$ cat config.mk
export PLATFORM = sky130hd
export DESIGN_NAME = ring_entry_offset_locator
export DESIGN_NICKNAME = d
export VERILOG_FILES = /design/src/design/relo_pkg.sv /design/src/design/relo_ctrl.sv /design/src/design/relo_dpath.sv /design/src/design/ring_entry_offset_locator.sv
export SDC_FILE = /design/constraint.sdc
export NUM_CORES = 2
export LEC_CHECK = 0
export BUFFER_PORTS_ARGS = -buffer_cell sky130_fd_sc_hd__clkbuf_2
export CORE_MARGIN = 5
export CORE_UTILIZATION = 60
export CTS_CLUSTER_DIAMETER = 50
export CTS_CLUSTER_SIZE = 14
export DETAILED_ROUTE_END_ITERATION = 12
export PLACE_DENSITY = 0.77
export SLEW_MARGIN = 15
export SYNTH_ARGS = -nofsm -noshare
export SYNTH_HDL_FRONTEND = slang
export SYNTH_SLANG_ARGS = --single-unit
$ cat constraint.sdc
create_clock -name clk -period 16 [get_ports clk]
set_input_delay 2.4 -clock clk [delete_from_list [all_inputs] [get_ports clk]]
set_output_delay 2.4 -clock clk [all_outputs]
set_load 0.1 [all_outputs]
$ cat src/design/relo_pkg.sv
package relo_pkg;

	// Default configuration of the ring.
	localparam int RING_ENTRIES_DEF = 16;
	localparam int LENGTH_BITS_DEF  = 20;

	// Request modes.
	localparam logic [1:0] MODE_APPEND   = 2'd0;
	localparam logic [1:0] MODE_LOCATE   = 2'd1;
	localparam logic [1:0] MODE_POSITION = 2'd2;

	localparam logic [23:0] MAX24 = 24'hFFFFFF;

	typedef struct packed {
		logic [1:0]  mode;
		logic [31:0] entry_handle;
		logic [19:0] entry_size;
		logic [23:0] locate_offset;
		logic [3:0]  entry_position;
		logic [19:0] record_offset;
	} req_t;

	typedef struct packed {
		logic        status;
		logic        evicted;
		logic [31:0] handle_out;
		logic [3:0]  slot_out;
		logic [19:0] byte_in_entry;
		logic [23:0] absolute_offset;
		logic [4:0]  record_count;
		logic [23:0] total_bytes;
	} res_t;

	typedef enum logic [2:0] {
		ST_IDLE,
		ST_DISPATCH,
		ST_APP_RD,
		ST_APP_WR,
		ST_WALK,
		ST_REJECT
	} state_t;

	// Commands from the controller to the datapath.
	typedef struct packed {
		logic capture;
		logic app_read;
		logic app_commit;
		logic walk;
		logic reject;
	} ctl_cmd_t;

	// Status from the datapath to the controller.
	typedef struct packed {
		logic is_append;
		logic walk_ok;
		logic walk_fin;
	} ctl_sts_t;

	// Clamp a byte count to the 24-bit result range.
	function automatic logic [23:0] sat24(input logic [63:0] v);
		logic [23:0] r;
		r = (v > 64'(MAX24)) ? MAX24 : v[23:0];
		return r;
	endfunction

endpackage

$ cat src/design/relo_ctrl.sv
module relo_ctrl (
	input  logic                clk,
	input  logic                arst_n,
	input  logic                start,
	input  relo_pkg::ctl_sts_t  sts,
	output logic                busy,
	output relo_pkg::ctl_cmd_t  cmd
);

	relo_pkg::state_t state_q;
	relo_pkg::state_t state_d;

	always_ff @(posedge clk or negedge arst_n) begin
		if (!arst_n) begin
			state_q <= relo_pkg::ST_IDLE;
		end else begin
			state_q <= state_d;
		end
	end

	always_comb begin
		state_d = state_q;
		unique case (state_q)
			relo_pkg::ST_IDLE: begin
				if (start) begin
					state_d = relo_pkg::ST_DISPATCH;
				end
			end
			relo_pkg::ST_DISPATCH: begin
				priority if (sts.is_append) begin
					state_d = relo_pkg::ST_APP_RD;
				end else if (sts.walk_ok) begin
					state_d = relo_pkg::ST_WALK;
				end else begin
					state_d = relo_pkg::ST_REJECT;
				end
			end
			relo_pkg::ST_APP_RD: begin
				state_d = relo_pkg::ST_APP_WR;
			end
			relo_pkg::ST_APP_WR: begin
				state_d = relo_pkg::ST_IDLE;
			end
			relo_pkg::ST_WALK: begin
				if (sts.walk_fin) begin
					state_d = relo_pkg::ST_IDLE;
				end
			end
			relo_pkg::ST_REJECT: begin
				state_d = relo_pkg::ST_IDLE;
			end
			default: begin
				state_d = relo_pkg::ST_IDLE;
			end
		endcase
	end

	always_comb begin
		busy           = (state_q != relo_pkg::ST_IDLE);
		cmd.capture    = (state_q == relo_pkg::ST_IDLE) && start;
		cmd.app_read   = (state_q == relo_pkg::ST_APP_RD);
		cmd.app_commit = (state_q == relo_pkg::ST_APP_WR);
		cmd.walk       = (state_q == relo_pkg::ST_WALK);
		cmd.reject     = (state_q == relo_pkg::ST_REJECT);
	end

endmodule

$ cat src/design/relo_dpath.sv
module relo_dpath #(
	parameter int RING_ENTRIES = relo_pkg::RING_ENTRIES_DEF,
	parameter int LENGTH_BITS  = relo_pkg::LENGTH_BITS_DEF
) (
	input  logic                clk,
	input  logic                arst_n,
	input  relo_pkg::req_t      request,
	input  relo_pkg::ctl_cmd_t  cmd,
	output relo_pkg::ctl_sts_t  sts,
	output logic                done,
	output relo_pkg::res_t      result
);

	localparam int SLOT_W = (RING_ENTRIES > 1) ? $clog2(RING_ENTRIES) : 1;
	localparam int CNT_W  = $clog2(RING_ENTRIES + 1);
	localparam int SUM_W  = LENGTH_BITS + CNT_W;
	localparam int ACC_W  = (SUM_W > 24) ? SUM_W : 24;
	localparam int ABS_W  = ACC_W + 1;

	localparam logic [SLOT_W-1:0] LAST_SLOT = SLOT_W'(RING_ENTRIES - 1);
	localparam logic [CNT_W-1:0]  FULL_CNT  = CNT_W'(RING_ENTRIES);

	// Record storage, one read port with registered data, one write port.
	logic [31:0]            hdl_mem [RING_ENTRIES];
	logic [LENGTH_BITS-1:0] len_mem [RING_ENTRIES];

	relo_pkg::req_t         req_q;
	logic [SLOT_W-1:0]      write_q;
	logic [SLOT_W-1:0]      oldest_q;
	logic [CNT_W-1:0]       count_q;
	logic [ACC_W-1:0]       total_q;
	logic [SLOT_W-1:0]      walk_slot_q;
	logic [CNT_W-1:0]       walk_idx_q;
	logic [ACC_W-1:0]       acc_q;
	logic                   done_q;
	relo_pkg::res_t         res_q;

	logic                   rdv_s1;
	logic [31:0]            rd_hdl_s1;
	logic [LENGTH_BITS-1:0] rd_len_s1;
	logic [SLOT_W-1:0]      rd_slot_s1;
	logic [CNT_W-1:0]       rd_idx_s1;

	logic                   ring_full;
	logic [SLOT_W-1:0]      wr_nxt;
	logic [SLOT_W-1:0]      walk_nxt;
	logic [LENGTH_BITS-1:0] new_len;
	logic                   is_locate;
	logic                   is_position;
	logic                   pos_lt_cnt;
	logic [CNT_W-1:0]       walk_limit;
	logic                   issue;
	logic                   rd_en;
	logic [SLOT_W-1:0]      rd_addr;
	logic [ACC_W-1:0]       len_ext;
	logic                   hit;
	logic [CNT_W-1:0]       idx_inc;
	logic                   last;
	logic                   at_pos;
	logic                   off_ok;
	logic [ABS_W-1:0]       abs_sum;
	logic                   walk_fin;
	logic [ACC_W-1:0]       total_app;
	logic [CNT_W-1:0]       count_app;
	logic                   load_res;
	relo_pkg::res_t         res_d;

	always_comb begin
		ring_full   = (count_q == FULL_CNT);
		wr_nxt      = (write_q == LAST_SLOT) ? '0 : SLOT_W'(write_q + 1'b1);
		walk_nxt    = (walk_slot_q == LAST_SLOT) ? '0 : SLOT_W'(walk_slot_q + 1'b1);
		new_len     = LENGTH_BITS'(req_q.entry_size);
		is_locate   = (req_q.mode == relo_pkg::MODE_LOCATE);
		is_position = (req_q.mode == relo_pkg::MODE_POSITION);
		pos_lt_cnt  = (8'(req_q.entry_position) < 8'(count_q));
		// A position walk covers the records before the index and the indexed one.
		walk_limit  = is_locate ? count_q
		                        : CNT_W'(CNT_W'(req_q.entry_position) + 1'b1);
		issue       = cmd.walk && (walk_idx_q < walk_limit);
		rd_en       = cmd.app_read || issue;
		rd_addr     = cmd.app_read ? write_q : walk_slot_q;

		len_ext     = ACC_W'(rd_len_s1);
		hit         = (len_ext > acc_q);
		idx_inc     = CNT_W'(rd_idx_s1 + 1'b1);
		last        = (idx_inc == count_q);
		at_pos      = (rd_idx_s1 == CNT_W'(req_q.entry_position));
		off_ok      = (32'(req_q.record_offset) < 32'(rd_len_s1));
		abs_sum     = ABS_W'(acc_q) + ABS_W'(req_q.record_offset);
		walk_fin    = cmd.walk && rdv_s1 && (is_locate ? (hit || last) : at_pos);

		total_app   = ACC_W'(total_q + ACC_W'(new_len)
		                     - (ring_full ? len_ext : ACC_W'(0)));
		count_app   = ring_full ? count_q : CNT_W'(count_q + 1'b1);
	end

	always_comb begin
		sts.is_append = (req_q.mode == relo_pkg::MODE_APPEND);
		sts.walk_ok   = (is_locate && (count_q != '0)) || (is_position && pos_lt_cnt);
		sts.walk_fin  = walk_fin;
	end

	always_comb begin
		res_d              = '0;
		res_d.record_count = 5'(count_q);
		res_d.total_bytes  = relo_pkg::sat24(64'(total_q));
		priority if (cmd.app_commit) begin
			res_d.evicted      = ring_full;
			res_d.handle_out   = ring_full ? rd_hdl_s1 : 32'd0;
			res_d.record_count = 5'(count_app);
			res_d.total_bytes  = relo_pkg::sat24(64'(total_app));
		end else if (cmd.reject) begin
			res_d.status = 1'b1;
		end else if (is_locate) begin
			if (hit) begin
				res_d.handle_out    = rd_hdl_s1;
				res_d.slot_out      = 4'(rd_slot_s1);
				res_d.byte_in_entry = acc_q[19:0];
			end else begin
				res_d.status = 1'b1;
			end
		end else begin
			if (off_ok) begin
				res_d.absolute_offset = relo_pkg::sat24(64'(abs_sum));
			end else begin
				res_d.status = 1'b1;
			end
		end
		load_res = cmd.app_commit || cmd.reject || walk_fin;
	end

	always_ff @(posedge clk) begin
		if (cmd.app_commit) begin
			hdl_mem[write_q] <= req_q.entry_handle;
			len_mem[write_q] <= new_len;
		end
		if (rd_en) begin
			rd_hdl_s1 <= hdl_mem[rd_addr];
			rd_len_s1 <= len_mem[rd_addr];
		end
	end

	always_ff @(posedge clk) begin
		if (cmd.capture) begin
			req_q <= request;
			acc_q <= (request.mode == relo_pkg::MODE_LOCATE) ?
			         ACC_W'(request.locate_offset) : '0;
		end else if (cmd.walk && rdv_s1 && !walk_fin) begin
			acc_q <= is_locate ? ACC_W'(acc_q - len_ext) : ACC_W'(acc_q + len_ext);
		end
		if (issue) begin
			rd_slot_s1 <= walk_slot_q;
			rd_idx_s1  <= walk_idx_q;
		end
		if (load_res) begin
			res_q <= res_d;
		end
	end

	always_ff @(posedge clk or negedge arst_n) begin
		if (!arst_n) begin
			write_q     <= '0;
			oldest_q    <= '0;
			count_q     <= '0;
			total_q     <= '0;
			walk_slot_q <= '0;
			walk_idx_q  <= '0;
			rdv_s1      <= 1'b0;
			done_q      <= 1'b0;
		end else begin
			done_q <= load_res;
			rdv_s1 <= issue;
			if (cmd.capture) begin
				walk_slot_q <= oldest_q;
				walk_idx_q  <= '0;
			end else if (issue) begin
				walk_slot_q <= walk_nxt;
				walk_idx_q  <= CNT_W'(walk_idx_q + 1'b1);
			end
			if (cmd.app_commit) begin
				write_q <= wr_nxt;
				count_q <= count_app;
				total_q <= total_app;
				if (ring_full) begin
					oldest_q <= wr_nxt;
				end
			end
		end
	end

	assign done   = done_q;
	assign result = res_q;

`ifndef NO_ASSERTIONS
	a_count_range: assert property (@(posedge clk) disable iff (!arst_n)
		count_q <= FULL_CNT)
		else $error("record count above ring size");

	a_ptr_gap: assert property (@(posedge clk) disable iff (!arst_n)
		!ring_full |-> (((write_q >= oldest_q) ? (int'(write_q) - int'(oldest_q))
		: (int'(write_q) + RING_ENTRIES - int'(oldest_q))) == int'(count_q)))
		else $error("write and oldest slots disagree with record count");

	a_full_ptrs: assert property (@(posedge clk) disable iff (!arst_n)
		ring_full |-> (write_q == oldest_q))
		else $error("full ring with write slot apart from oldest slot");

	a_empty_total: assert property (@(posedge clk) disable iff (!arst_n)
		(count_q == '0) |-> (total_q == '0))
		else $error("empty ring holds bytes");

	a_done_gap: assert property (@(posedge clk) disable iff (!arst_n)
		done_q |=> !done_q)
		else $error("results on consecutive cycles");
`endif

endmodule

$ cat src/design/ring_entry_offset_locator.sv
// Ring of write records, oldest to newest, that overwrites the oldest record when full.
// A request is taken at a rising clock edge where start is high and busy is low; its
// fields travel in the request struct. Mode append stores a record and, when the ring
// is full, evicts the oldest and returns its handle. Mode locate maps a byte offset in
// the records laid end to end to the holding record's handle, slot and byte. Mode
// position turns a record index and an in-record offset into an absolute offset.
// Every result carries the record count and total bytes after the request.
// Each result is marked by done for exactly one cycle and then stays on the result
// struct until the next; the receiver cannot hold it off, and busy drops in that same
// cycle, so the next request may be taken while the result is shown.
// An append passes dispatch, a read of the write slot and a write; a rejected
// request (unused mode, empty ring on locate, index past the count) passes dispatch
// and a reject state; a locate or position walks the records from the oldest up to
// the one it ends on. A request sent back to back is taken at the edge that ends
// the done cycle of the one before; none is taken while busy is high.
// The walk reads one stored record per cycle through the single registered read port
// of the record memory.
// Reset clears the slot pointers, record count and byte total, so the ring starts
// empty; record storage is not cleared, since only data from written slots is used.
module ring_entry_offset_locator #(
	parameter int RING_ENTRIES = relo_pkg::RING_ENTRIES_DEF,
	parameter int LENGTH_BITS  = relo_pkg::LENGTH_BITS_DEF
) (
	input  logic            clk,
	input  logic            arst_n,
	input  logic            start,
	input  relo_pkg::req_t  request,
	output logic            busy,
	output logic            done,
	output relo_pkg::res_t  result
);

	// Command and status between the sequencer and the record datapath.
	relo_pkg::ctl_cmd_t cmd;
	relo_pkg::ctl_sts_t sts;

	// The controller steps each request through dispatch, the append read and
	// write, the record walk, or a rejection.
	relo_ctrl u_ctrl (
		.clk    (clk),
		.arst_n (arst_n),
		.start  (start),
		.sts    (sts),
		.busy   (busy),
		.cmd    (cmd)
	);

	// The datapath holds the record memory, the ring pointers, the running byte
	// total and the walk accumulator, and registers each result.
	relo_dpath #(
		.RING_ENTRIES (RING_ENTRIES),
		.LENGTH_BITS  (LENGTH_BITS)
	) u_dpath (
		.clk     (clk),
		.arst_n  (arst_n),
		.request (request),
		.cmd     (cmd),
		.sts     (sts),
		.done    (done),
		.result  (result)
	);

endmodule

# ---- After elaboration in Yosys (flattened, before gate mapping)
# Memories as Yosys holds them, arrays and structs flattened. A register that Yosys moved wholly into a read port is not among the register bits.
# Cells that the tools add are included.
# Widths: inputs -> output; s select.
dict set report word_totals {
  out_inout_bits 113
  n_memories 2
  word_cells 123
  reg_bits 275
  ram_bits 832
  in_bits 105
}
# name depth width read_ports rd_ports_with_merged_regs write_ports line_no
set memory_table {}
lappend memory_table {u_dpath.hdl_mem 16 32 1 1 1 relo_dpath.sv:24} ;# logic [31:0] hdl_mem [RING_ENTRIES];
lappend memory_table {u_dpath.len_mem 16 20 1 1 1 relo_dpath.sv:25} ;# logic [LENGTH_BITS-1:0] len_mem [RING_ENTRIES];
dict set report classes {
  n_addsub 11
  n_eq_ne 15
  n_bitwise 3
  order_cmp 7
  muxes 37
  n_reduce_logical 23
}
# cell count
set op_table {}
lappend op_table {{$mux 24} 6}
lappend op_table {{$mux 56} 2}
lappend op_table {{$mux 80} 1}
lappend op_table {{$mux 25} 3}
lappend op_table {{$mux 32} 2}
lappend op_table {{$add 25x20->25} 2}
lappend op_table {{$gt 25x24->1 const B} 2}
lappend op_table {{$mux 29} 1}
lappend op_table {{$add 25x20->26} 1}
lappend op_table {{$gt 26x24->1 const B} 1}
lappend op_table {{$gt 20x25->1} 1}
lappend op_table {{$sub 25x20->25} 1}
lappend op_table {{$sub 25x25->25} 1}
lappend op_table {{$lt 20x20->1} 1}
lappend op_table {{$mux 20} 1}
lappend op_table {{$mux 4} 5}
lappend op_table {{$mux 5} 4}
lappend op_table {{$add 5x1->5 const B} 3}
lappend op_table {{$pmux 3 s4} 1}
lappend op_table {{$mux 3} 3}
lappend op_table {{$add 4x1->4 const B} 2}
lappend op_table {{$eq 4x4->1 const B} 2}
lappend op_table {{$mux 1} 8}
lappend op_table {{$reduce_or 4->1} 2}
lappend op_table {{other kinds (22)} 40}

# ---- Longest topological paths before layout
dict set report depth {
  word_depth 9
  mapped_depth 18
}

# ---- Cells and area by module
# From an unflattened synthesis, not the netlist that was laid out.
dict set report hier_totals {
  cells_unflattened 2980
  hier_area_um2 49412.4
}
# module area_each_um2 cells_per_inst seq_area_each_um2 n_inst
set by_module_without_submodules {}
lappend by_module_without_submodules {relo_dpath 49207.2 2959 34468.1 1}
lappend by_module_without_submodules {relo_ctrl 205.2 21 75.1 1}

# ---- Worst setup path after synthesis
# Ideal clock, no wire load.
dict set report synth_timing {
  kind {reg-to-reg}
  start {reg u_dpath.rd_len_s1[1] (read register of u_dpath.len_mem)}
  end {reg u_dpath.done_q, in the netlist u_dpath.done}
  arrival_ps 9911
  path_buffers 0
  period_less_slack_ps 10846
  path_slack_ps 5154
  path_stages_with_launch 11
  required_time_ps 15065
  cell_sequence {edfxtp_1 > inv_1 > ha_1 > nor2b_1 > o2111ai_1 > nand3_1 > a211oi_2 > o211ai_2 > o21ai_0 > a31oi_1 > o21ai_0}
}
dict set report synth_between {
  elab_chain_cells 5
}
# item line_no
set synth_lines {}
lappend synth_lines {{from (decl)} relo_dpath.sv:40} ;# logic [LENGTH_BITS-1:0] rd_len_s1;
lappend synth_lines {{$gt 20x25->1} relo_dpath.sv:84} ;# hit = (len_ext > acc_q);
lappend synth_lines {{$logic_or 1x1->1} relo_dpath.sv:90} ;# walk_fin = cmd.walk && rdv_s1 && (is_locate ? (hit || last) : at_pos);
lappend synth_lines {{$mux 1} relo_dpath.sv:90}
lappend synth_lines {{$logic_and 1x1->1} relo_dpath.sv:90}
lappend synth_lines {{$logic_or 1x1->1} relo_dpath.sv:129} ;# load_res = cmd.app_commit || cmd.reject || walk_fin;
lappend synth_lines {{named net u_dpath.load_res} relo_dpath.sv:65} ;# logic load_res;
lappend synth_lines {{to (signal assigned)} relo_dpath.sv:171} ;# done_q <= load_res;
lappend synth_lines {{to (decl)} relo_dpath.sv:35} ;# logic done_q;
# The timed path passes the listed nets, and every way through them passes these cells.
# A chain may end at the register's enable or synchronous reset.

# ---- Worst setup path in the final report
dict set report layout_timing {
  start {reg u_ctrl.state_q[2]}
  end {reg u_dpath.rd_len_s1[13] (read register of u_dpath.len_mem) (data pin)}
}
dict set report layout_between {
  elab_chain_cells 3
  elab_cells_between_ends 5
  classes_between {eq/ne (2); mux (1); reduce/logical (2)}
}
# item line_no
set layout_lines {}
lappend layout_lines {{from (decl)} relo_ctrl.sv:10} ;# relo_pkg::state_t state_q;
lappend layout_lines {{from (signal assigned)} relo_ctrl.sv:15} ;# state_q <= relo_pkg::ST_IDLE;
lappend layout_lines {{from (signal assigned)} relo_ctrl.sv:17} ;# state_q <= state_d;
lappend layout_lines {{$eq 3x3->1} relo_ctrl.sv:63} ;# cmd.walk = (state_q == relo_pkg::ST_WALK);
lappend layout_lines {{$logic_and 1x1->1} relo_dpath.sv:79} ;# issue = cmd.walk && (walk_idx_q < walk_limit);
lappend layout_lines {{$logic_or 1x1->1} relo_dpath.sv:80} ;# rd_en = cmd.app_read || issue;
# Several ways; a longest one is shown, not always the timed one.

==> results by group <==
CTS
  – CTS tree: built
  – Skew-Pair Late Insertion Delay: about 700 ps
  – Post-CTS Setup Bufs: 0
  – CTS clk-pin slew, worst paths: ~70 ps
  – Htree depth: 3
  – CTS resizes: 0
  – Clk root buf: clkbuf_16
  – # clock sinks: between 1000 and 1500
  – CTS Buf Count: between 100 and 150
  – Clock tree buffer depth: 3
  – Hold buffer count at cts: 0

Run status
  – Status: finished, final reports clean

STA
  – Final Max Slew Viols: 0
  – Post-route minimum period: 5200 ps
  – Final setup vio count: 0
  – RSZ-0062 raised after global routing: false
  – Fmax: 192 MHz
  – Final hold slack: just under 500 ps
  – Final Skew: a little under 40 ps
  – Setup TNS: 0 ps
  – Fin worst setup slack: roughly 11000 ps
  – Max_slew headroom: 20.8%
  – Period Utilization, post-route: 32.5%
  – Worst-margin pin slew: about 1200 ps
  – Final hold violations: 0

Synth
  – Area leader, netlist: edfxtp_1
  – Ys flop type: edfxtp_1
  – Yosys warns: 0
  – Synth top cells by count: edfxtp_1, nand2_1, mux4_2
  – Count leader, synth: edfxtp_1
  – Cell Area, Synth: between 0.04 and 0.05 sq mm
  – Post-synthesis sequential area ratio: a little over two thirds
  – Area contributors post-synth: edfxtp_1, mux4_2, ha_1
  – Synth Area per Inst: around 17 sq um
  – FFs w/ async S/R, synth: ~4.5%
  – Flops & latches, synth: 1159
  – Synth cell types: between 70 and 80
  – Syn nets: 3231
  – EDFF count, synth: about 1100
  – Top cell type's share of synthesized area: 67.2%
  – Post-Synthesis Cells: 2978

Detailed routing
  – Post-route ant nets: 0
  – Detailed Routing Iterations Pass 1: 6
  – Drt total wl: 120 mm
  – Via count: about 28000
  – # DRC: 0
  – Drt via density: approximately 6.5
  – Routed wire per std cell: roughly 28 um
  – Initial DRC count: between 2000 and 3000

Global route
  – Largest net degree at the start of global routing: 165
  – Total track usage: between 20% and 30%
  – Initial antenna violation count: 0
  – Vias in the first global route: around 29000
  – Total grt overflow: 0
  – Global-route wire length before repair: 180 mm

Setup path
  – FF-to-FF End: u_dpath.rd_len_s1[13]
  – Critical Path End Type: register
  – Crit-path max FO: approximately 120
  – CP cell instances: nor2_8 > mux2i_4 > buf_4 > buf_4 > buf_12 > mux4_2 > and2_1 > a211oi_1 > a31oi_1
  – Most frequent CP cell: buf_4
  – Crit path max-delay cell type: buf_4
  – Worst path max stage delay: between 800 and 900 ps
  – WP data required: 16390 ps
  – Worst path arrival time: between 5000 and 6000 ps
  – Reg2Reg Setup Slack: around 11000 ps
  – Critical Path Source Type: register
  – Reg2reg start: u_ctrl.state_q[2]
  – Worst-case reg-to-reg path depth: 9
  – WS Path Type: register to register

Final layout
  – Ant. Diodes: 0
  – Layout area overhead: 11.5%
  – Fin util: between 60% and 70%
  – Final cell count without fillers: between 4000 and 5000
  – Final #Nets: ~3500
  – Layout cells sized above 1: 20.3%

Hold path
  – Worst min path class: register to register
  – Worst Hold Path Cells: 2
  – Hold Startpoint: u_dpath.oldest_q[2]
  – Hold path endpoint: u_dpath.oldest_q[2]

Floorplan
  – Site Rows: roughly 110
  – Core ar.: 0.0818 sq mm
  – Initial Utilization: about three fifths
  – Die X-Extent: 297 um
  – I/O Pins: between 200 and 250
  – Die Height: 297 um
  – Die area: around 0.088 sq mm

Placed design
  – Dpl hpwl: between 60 and 70 mm
  – PortBufs: around 220
  – Dpl cells: 4171
  – Routability Congestion: just under 0.9
  – Post-place setup slack: 10740 ps

Power and ir drop
  – Worst VDD drop: roughly 0.18 mV
  – Power Dens Cells: 201 mW/mm^2
  – Leakage: around 19 nW

Flow run
  – MaxCap Viol Count: 0
cell type report:
class	count	area, sq um
inverters	151	569
flip-flops and latches	1159	34500
well taps	1070	1340
repair buffers	257	1410
clock inverters	44	557
multi-input cells	1534	13900
clock buffers	126	2850
fillers	5304	26700
worst max-delay path, delay by kind of cell (launching register included):
family                 cells  cell delay, ps
buffers and inverters      3            2340
DFF                        1             600
and+or+nand+nor            2             520
muxes                      2             860
AOI/OAI and AO/OA          2             400
layer usage:
metal  up-vias  part of all wire (%)  global-route usage [%]
met5         -                     0                       0
met4         0                   3.5                    8.94
met3       242                   9.1                    4.89
met2      1585                    49                    43.7
met1     14250                    39                    37.8
li1      11993                     -                       -
sequential cells by signal (all words and copies together) (netlist names), 3 cells and up:
signal / count
u_dpath.rd_hdl_s1: 32
u_dpath.new_len: 20
u_dpath.walk_idx_q: 5
u_dpath.total_q: 25
u_dpath.oldest_q: 4
u_dpath.walk_slot_q: 4
u_ctrl.state_q: 3
u_dpath.req_q: 58
u_dpath.write_q: 4
u_dpath.rd_slot_s1: 4
u_dpath.rd_idx_s1: 5
u_dpath.acc_q: 25
u_dpath.rd_len_s1: 20
u_dpath.count_q: 5
u_dpath.len_mem: 320
u_dpath.result: 111
u_dpath.hdl_mem: 512
logic make-up (layout without fill, tap and decap cells):
logic type,count (synthesis),after routing,share of synthesized area (%)
mux,217,217,9.67
xor+xnor,82,82,1.45
compound gates,485,485,6.39
buf+inv,285,578,2.50
simple gates,602,602,6.04
fa+ha+maj,148,148,4.09
flops,1159,1159,69.9
worst max path at each step:
stage                     slack (ps)               endpoint                 start  depth (start not counted)
after floorplan                 5150           u_dpath.done  u_dpath.rd_len_s1[1]                         10
after global placement         10890      u_dpath.acc_q[24]                 start                          6
after detailed placement       10740  u_dpath.rd_len_s1[13]     u_ctrl.state_q[2]                          9
after CTS                      10690  u_dpath.rd_len_s1[13]     u_ctrl.state_q[2]                          9
after global routing           10290  u_dpath.rd_hdl_s1[23]     u_ctrl.state_q[2]                          9
final                          10800  u_dpath.rd_len_s1[13]     u_ctrl.state_q[2]                          9
layout by cell type (no fill, tap or decap), types with 13 or more instances in the layout:
cell / n
o21ai_1: 14
ha_1: 125
dfrtp_1: 52
a211oi_1: 66
inv_1: 149
nor2_1: 76
a21oi_1: 84
o21ai_0: 111
nand2_1: 231
xnor2_1: 41
o211ai_1: 21
clkbuf_2: 217
mux4_2: 208
clkbuf_16: 111
and2_1: 131
clkbuf_1: 13
buf_4: 38
a21o_1: 24
fa_1: 23
nand4_1: 17
nand2b_1: 36
a31oi_1: 66
edfxtp_1: 1107
nand3_1: 20
nor3_1: 18
xor2_1: 41
power by group:
part | leakage (nW) | switching (mW) | internal [mW] | total, mW
Clock | 1.65 | 1.14 | 1.36 | 2.50
Sequential | 10.8 | 0.401 | 3.94 | 4.34
Combinational | 6.90 | 2.67 | 1.55 | 4.22
Total | 19.3 | 4.21 | 6.84 | 11.1
through the flow:
| step | power [mW] | instance area (sq um) |
|---|---|---|
| floorplan | 7.58 | 49400 |
| global placement | 8.47 | 51700 |
| detailed placement | 8.58 | 51700 |
| CTS | 11.1 | 55100 |
| global route | 11.6 | 55100 |
| finish | 11.1 | 55100 |
(Power assumes the default switching activity.)
